## src/sv/spatial_cell_hash_table_macros.svh

```systemverilog
// assertion macros for the spatial cell hash table
`ifndef SPATIAL_CELL_HASH_TABLE_MACROS_SVH
`define SPATIAL_CELL_HASH_TABLE_MACROS_SVH

// implication checked on every rising clock edge outside reset
`define SCHT_ASSERT_IMPL(label, clk, rst, ante, cons, msg) \
   label: assert property (@(posedge clk) disable iff (rst) (ante) |-> (cons)) \
      else $error(msg);

// next-cycle implication outside reset
`define SCHT_ASSERT_NEXT(label, clk, rst, ante, cons, msg) \
   label: assert property (@(posedge clk) disable iff (rst) (ante) |=> (cons)) \
      else $error(msg);

`endif

```

## src/sv/scht_pkg.sv

```systemverilog
// shared types and constants, including the hash multipliers, for the spatial cell hash table
`timescale 1ns / 1ps
package scht_pkg;

   localparam int NUM_BUCKETS_DEF = 1024;
   localparam int CHAIN_WAYS_DEF  = 4;
   localparam int HANDLE_BITS_DEF = 16;

   localparam int COORD_BITS  = 16;
   localparam int KEY_BITS    = 3 * COORD_BITS;
   localparam int SUM_BITS    = 27;
   localparam int MUL_I       = 541;
   localparam int MUL_J       = 79;
   localparam int MUL_K       = 31;

   // request modes, the spare code acts as a lookup
   localparam logic [1:0] MODE_INSERT = 2'd0;
   localparam logic [1:0] MODE_REMOVE = 2'd1;
   localparam logic [1:0] MODE_LOOKUP = 2'd2;
   localparam logic [1:0] MODE_SPARE  = 2'd3;

   // response status codes
   localparam logic [1:0] STATUS_OK       = 2'd0;
   localparam logic [1:0] STATUS_NOTFOUND = 2'd1;
   localparam logic [1:0] STATUS_FULL     = 2'd2;

   typedef enum logic [3:0] {
      ST_CLEAR,
      ST_IDLE,
      ST_HASH,
      ST_RECIP,
      ST_REDUCE,
      ST_READ,
      ST_SCAN,
      ST_WRITE,
      ST_RESP
   } state_type;

   // controller to datapath commands
   typedef struct packed {
      logic clear;
      logic load;
      logic hash;
      logic recip;
      logic reduce;
      logic read;
      logic scan;
      logic write;
      logic rsp_valid;
   } cmd_type;

   // datapath to controller status
   typedef struct packed {
      logic rsp_taken;
      logic clear_done;
   } stat_type;

endpackage

```

## src/sv/scht_ctrl.sv

```systemverilog
// controller state machine sequencing the clearing pass, hash, read, scan, write and response
`timescale 1ns / 1ps
module scht_ctrl (
   input  logic                clock,
   input  logic                reset,
   input  logic                req_tvalid,
   output logic                req_tready,
   input  scht_pkg::stat_type  stat,
   output scht_pkg::cmd_type   cmd
);

   scht_pkg::state_type state_ff, state_in;

   // state register, reset starts the row clearing pass
   always_ff @(posedge clock) begin
      if (reset) begin
         state_ff <= scht_pkg::ST_CLEAR;
      end else begin
         state_ff <= state_in;
      end
   end

   // next state and commands
   always_comb begin
      state_in   = state_ff;
      cmd        = '0;
      req_tready = 1'b0;
      case (state_ff)
         scht_pkg::ST_CLEAR: begin
            cmd.clear = 1'b1;
            if (stat.clear_done) begin
               state_in = scht_pkg::ST_IDLE;
            end
         end
         scht_pkg::ST_IDLE: begin
            req_tready = 1'b1;
            if (req_tvalid) begin
               cmd.load = 1'b1;
               state_in = scht_pkg::ST_HASH;
            end
         end
         scht_pkg::ST_HASH: begin
            cmd.hash = 1'b1;
            state_in = scht_pkg::ST_RECIP;
         end
         scht_pkg::ST_RECIP: begin
            cmd.recip = 1'b1;
            state_in  = scht_pkg::ST_REDUCE;
         end
         scht_pkg::ST_REDUCE: begin
            cmd.reduce = 1'b1;
            state_in   = scht_pkg::ST_READ;
         end
         scht_pkg::ST_READ: begin
            cmd.read = 1'b1;
            state_in = scht_pkg::ST_SCAN;
         end
         scht_pkg::ST_SCAN: begin
            cmd.scan = 1'b1;
            state_in = scht_pkg::ST_WRITE;
         end
         scht_pkg::ST_WRITE: begin
            cmd.write = 1'b1;
            state_in  = scht_pkg::ST_RESP;
         end
         scht_pkg::ST_RESP: begin
            cmd.rsp_valid = 1'b1;
            if (stat.rsp_taken) begin
               state_in = scht_pkg::ST_IDLE;
            end
         end
         default: begin
            state_in = scht_pkg::ST_IDLE;
         end
      endcase
   end

endmodule

```

## config.mk

```make
export PLATFORM = sky130hd
export DESIGN_NAME = scht_ctrl
export DESIGN_NICKNAME = d
export VERILOG_FILES = /design/src/sv/spatial_cell_hash_table_macros.svh /design/src/sv/scht_pkg.sv /design/src/sv/scht_ctrl.sv
export SDC_FILE = /design/constraint.sdc
export NUM_CORES = 1
export LEC_CHECK = 0
export ABC_AREA = 0
export BUFFER_PORTS_ARGS = -buffer_cell sky130_fd_sc_hd__buf_2
export CORE_AREA = 2 2 39 41
export DETAILED_ROUTE_END_ITERATION = 6
export DIE_AREA = 0 0 41 43
export GPL_ROUTABILITY_DRIVEN = 1
export PLACE_DENSITY = 0.55
export SLEW_MARGIN = 20
export SYNTH_ARGS = -nofsm -noshare
export SYNTH_HDL_FRONTEND = slang
export SYNTH_SLANG_ARGS = --single-unit
```

## constraint.sdc

```tcl
create_clock -name clock -period 1.5 [get_ports clock]
set_input_delay 0.075 -clock clock [delete_from_list [all_inputs] [get_ports clock]]
set_output_delay 0.075 -clock clock [all_outputs]
set_load 0.01 [all_outputs]
```

==> results by group <==
Run status
  • Status: finished, final reports clean

Finish
  • Nets: 60
  • Most frequent cells in the layout: buf_2 (14), nor2_1 (4), nor3_1 (4)
  • Largest reg by FF count: state_ff
  • Regs by FF count: state_ff: 4 flops
  • Share of post-route cells with drive strength above 1: 50.9%
  • Most common cell after layout, fill and taps aside: buf_2
  • Max reg flops: 4
  • ANT cells: 0
  • Synthesis-to-layout area growth: 23.6%

Route
  • DRT Pass-1 Iters: 2
  • 1st-iter DRT viols: 7
  • DRC Markers: 0
  • Final ANT Viol Nets: 0
  • WL per Instance: 10.5 µm
  • Via density: 4.59
  • Vias: 317
  • Wirelength, routed: 724 µm

Hold path
  • Worst Hold Path Cells: 2
  • Worst Hold Launch: reset
  • Hold endpoint: state_ff[0]$_SDFFE_PP0P_
  • Min-Delay Path Class: primary input to flip-flop

Pwr
  • Power density over the cells: 894 nW/µm²
  • Peak VDD IR: 0.000162 V
  • Lkg Pwr: 0.179 nW

Setup path
  • Critical path type: flip-flop to output port
  • Levels on crit path: 3
  • Crit-path cells: nand2b_1 -> nor4_1 -> buf_2
  • R2r startpoint: state_ff[2]$_SDFFE_PP0P_
  • Crit start category: flip-flop
  • CP Max Fanout: 9
  • Worst R2R Setup Slack: 350 ps
  • Sum of buffers and inverters on the critical path: 1
  • Crit path required time: 1420 ps
  • Critical path capture point type: output port
  • Family with the most delay on the worst path: simple AND/OR/NAND/NOR gates
  • Worst reg2reg path endpoint: state_ff[0]$_SDFFE_PP0P_
  • Worst r2r path cells: 4
  • CP max-delay cell: dfxtp_1
  • Slowest stage delay, CP: 410 ps
  • Arrival @ worst endpoint: 1230 ps

Clock network
  • Clk Latency, worst-skew pair: 240 ps
  • CTS buffer count: 3
  • Clk pin slew, worst setup/hold paths: 40 ps
  • Post-CTS Setup Bufs: 0
  • CTS sink count: 4
  • Maximum clock path buffer count: 2
  • CTS tree: done
  • Hold buffers post-CTS: 0
  • # H-tree levels: 1
  • CTS root buffer: clkbuf_4

Place
  • Place WS: 246 ps
  • GPL Wtd Cong: 0.726
  • Detailed placer's ending HPWL: 543 µm
  • IO Port Bufs: 14

Run
  • MaxCap Viol Count: 0

Yosys
  • Synth Area in Compound Gates: 5.32%
  • Unique masters post-synth: 21
  • Post-synthesis register bit count: 4
  • Syn nets: 45
  • Synth Instances: 40
  • Syn Std Cell Area: 329 µm²
  • XOR/XNOR Fraction of Synth Area: 5.32%
  • Sequential-to-total area share from yosys stat: 24.3%
  • Synth Area per Inst: 8.23 µm²
  • Largest family of logic cells by synthesized area: simple AND/OR/NAND/NOR gates
  • Synth warnings: 0
  • Adder-cell area share of the yosys netlist: 0%
  • Multiplexer share of the synthesized area: 0%
  • Simple-gate share of the synthesized area: 51.0%

GRT
  • Vias in the first global route: 267
  • Grt ovf: 0
  • GRT Total Usage: 10.4%
  • Largest net degree at the start of global routing: 14
  • Initial antenna violation count: 0
  • First-pass GRT wire length: 1.19 mm

STA
  • Max-slew headroom: 75.5%
  • Unrepaired setup endpoints after global routing: false
  • Final worst slack: 194 ps
  • Slew @ Worst Pin: 367 ps
  • Max Fclk: 766 MHz
  • Final Hold Viols: 0
  • Fin crit share: 87.0%
  • Worst clock skew: 3.04 ps
  • Min cycle time layout: 1310 ps
  • Setup violators final: 0
  • Slew Viols, Final: 0
  • Setup TNS: 0 ps

Floorplanning
  • Die area: 1760 µm²
  • Core area: 1380 µm²
  • Chip width: 41 µm
  • I/O Pins: 15
  • Die extent in y: 43 µm
  • Initial Utilization: 23.8%
  • Number of core rows: 14
## Yosys cell counts, drive strengths merged
cell type  n  area [µm²]
a21oi      2        10.0
a22oi      1        7.51
and2       1        6.26
buf        4        38.8
dfxtp      4        80.1
inv        2        7.50
nand2      2        7.51
nand2b     3        18.8
nand3b     1        7.51
nor2       5        21.3
nor2b      1        6.26
nor3       7        56.3
nor4       5        43.8
xnor2      1        8.76
xor2       1        8.76
## logic make-up (layout without fill, tap and decap cells)
group | count (synthesis) | count (layout)
DFF | 4 | 4
buffers and inverters | 6 | 19
AOI/OAI and AO/OA | 3 | 3
xor gates and xnor gates | 2 | 2
and+or+nand+nor | 25 | 25
## layout make-up
type,instances,area [µm²]
fill,155,977
multi-input combinational,30,203
sequential,4,83.8
timing repair buffer,14,70.1
clock buffer,3,22.5
tap,16,20.0
inverter,2,7.51
## what timing repair did
item | CTS | global route
endpoints found under the hold margin | 0 | 0
endpoints found under the setup margin | 0 | 5
gates resized for setup | 0 | 3
## worst max-delay path by stage
stage / start / end / slack, ps
floorplan: state_ff[2]$_SDFFE_PP0P_ / state_ff[0]$_SDFFE_PP0P_ / 440
global placement: state_ff[3]$_SDFFE_PP0P_ / state_ff[3]$_SDFFE_PP0P_ / 250
detailed placement: state_ff[3]$_SDFFE_PP0P_ / state_ff[3]$_SDFFE_PP0P_ / 250
CTS: state_ff[1]$_SDFFE_PP0P_ / cmd[6] / 20
global route: state_ff[2]$_SDFFE_PP0P_ / cmd[3] / 70
finish: state_ff[2]$_SDFFE_PP0P_ / cmd[7] / 190
## per-stage QoR
stage               hold WS (ps)  total power [W]  utilization (%)  area [µm²]  cells
floorplan                    145         0.000214                -         329     40
global placement             325         0.000232             27.5         380     66
detailed placement           328         0.000231             27.5         380     66
CTS                         75.7         0.000368             29.1         403     69
global route                65.9         0.000399             29.4         407     69
finish                      73.4         0.000363             29.4         407     69
## metal layers
layer	share of wire [%]	GRT usage [%]	routed length, µm
met3	6.5	3.14	47
met4	2.3	10.0	17
met5	0	0	0
met2	48	12.5	348
met1	43	13.8	309
## power breakdown
group	leakage, nW	switching [W]	internal, W
sequential	0.0338	0.0000243	0.000116
combinational	0.131	0.0000453	0.0000440
clock	0.0138	0.0000446	0.0000895
total	0.179	0.000114	0.000249
Power figures use the tool's default switching activity.
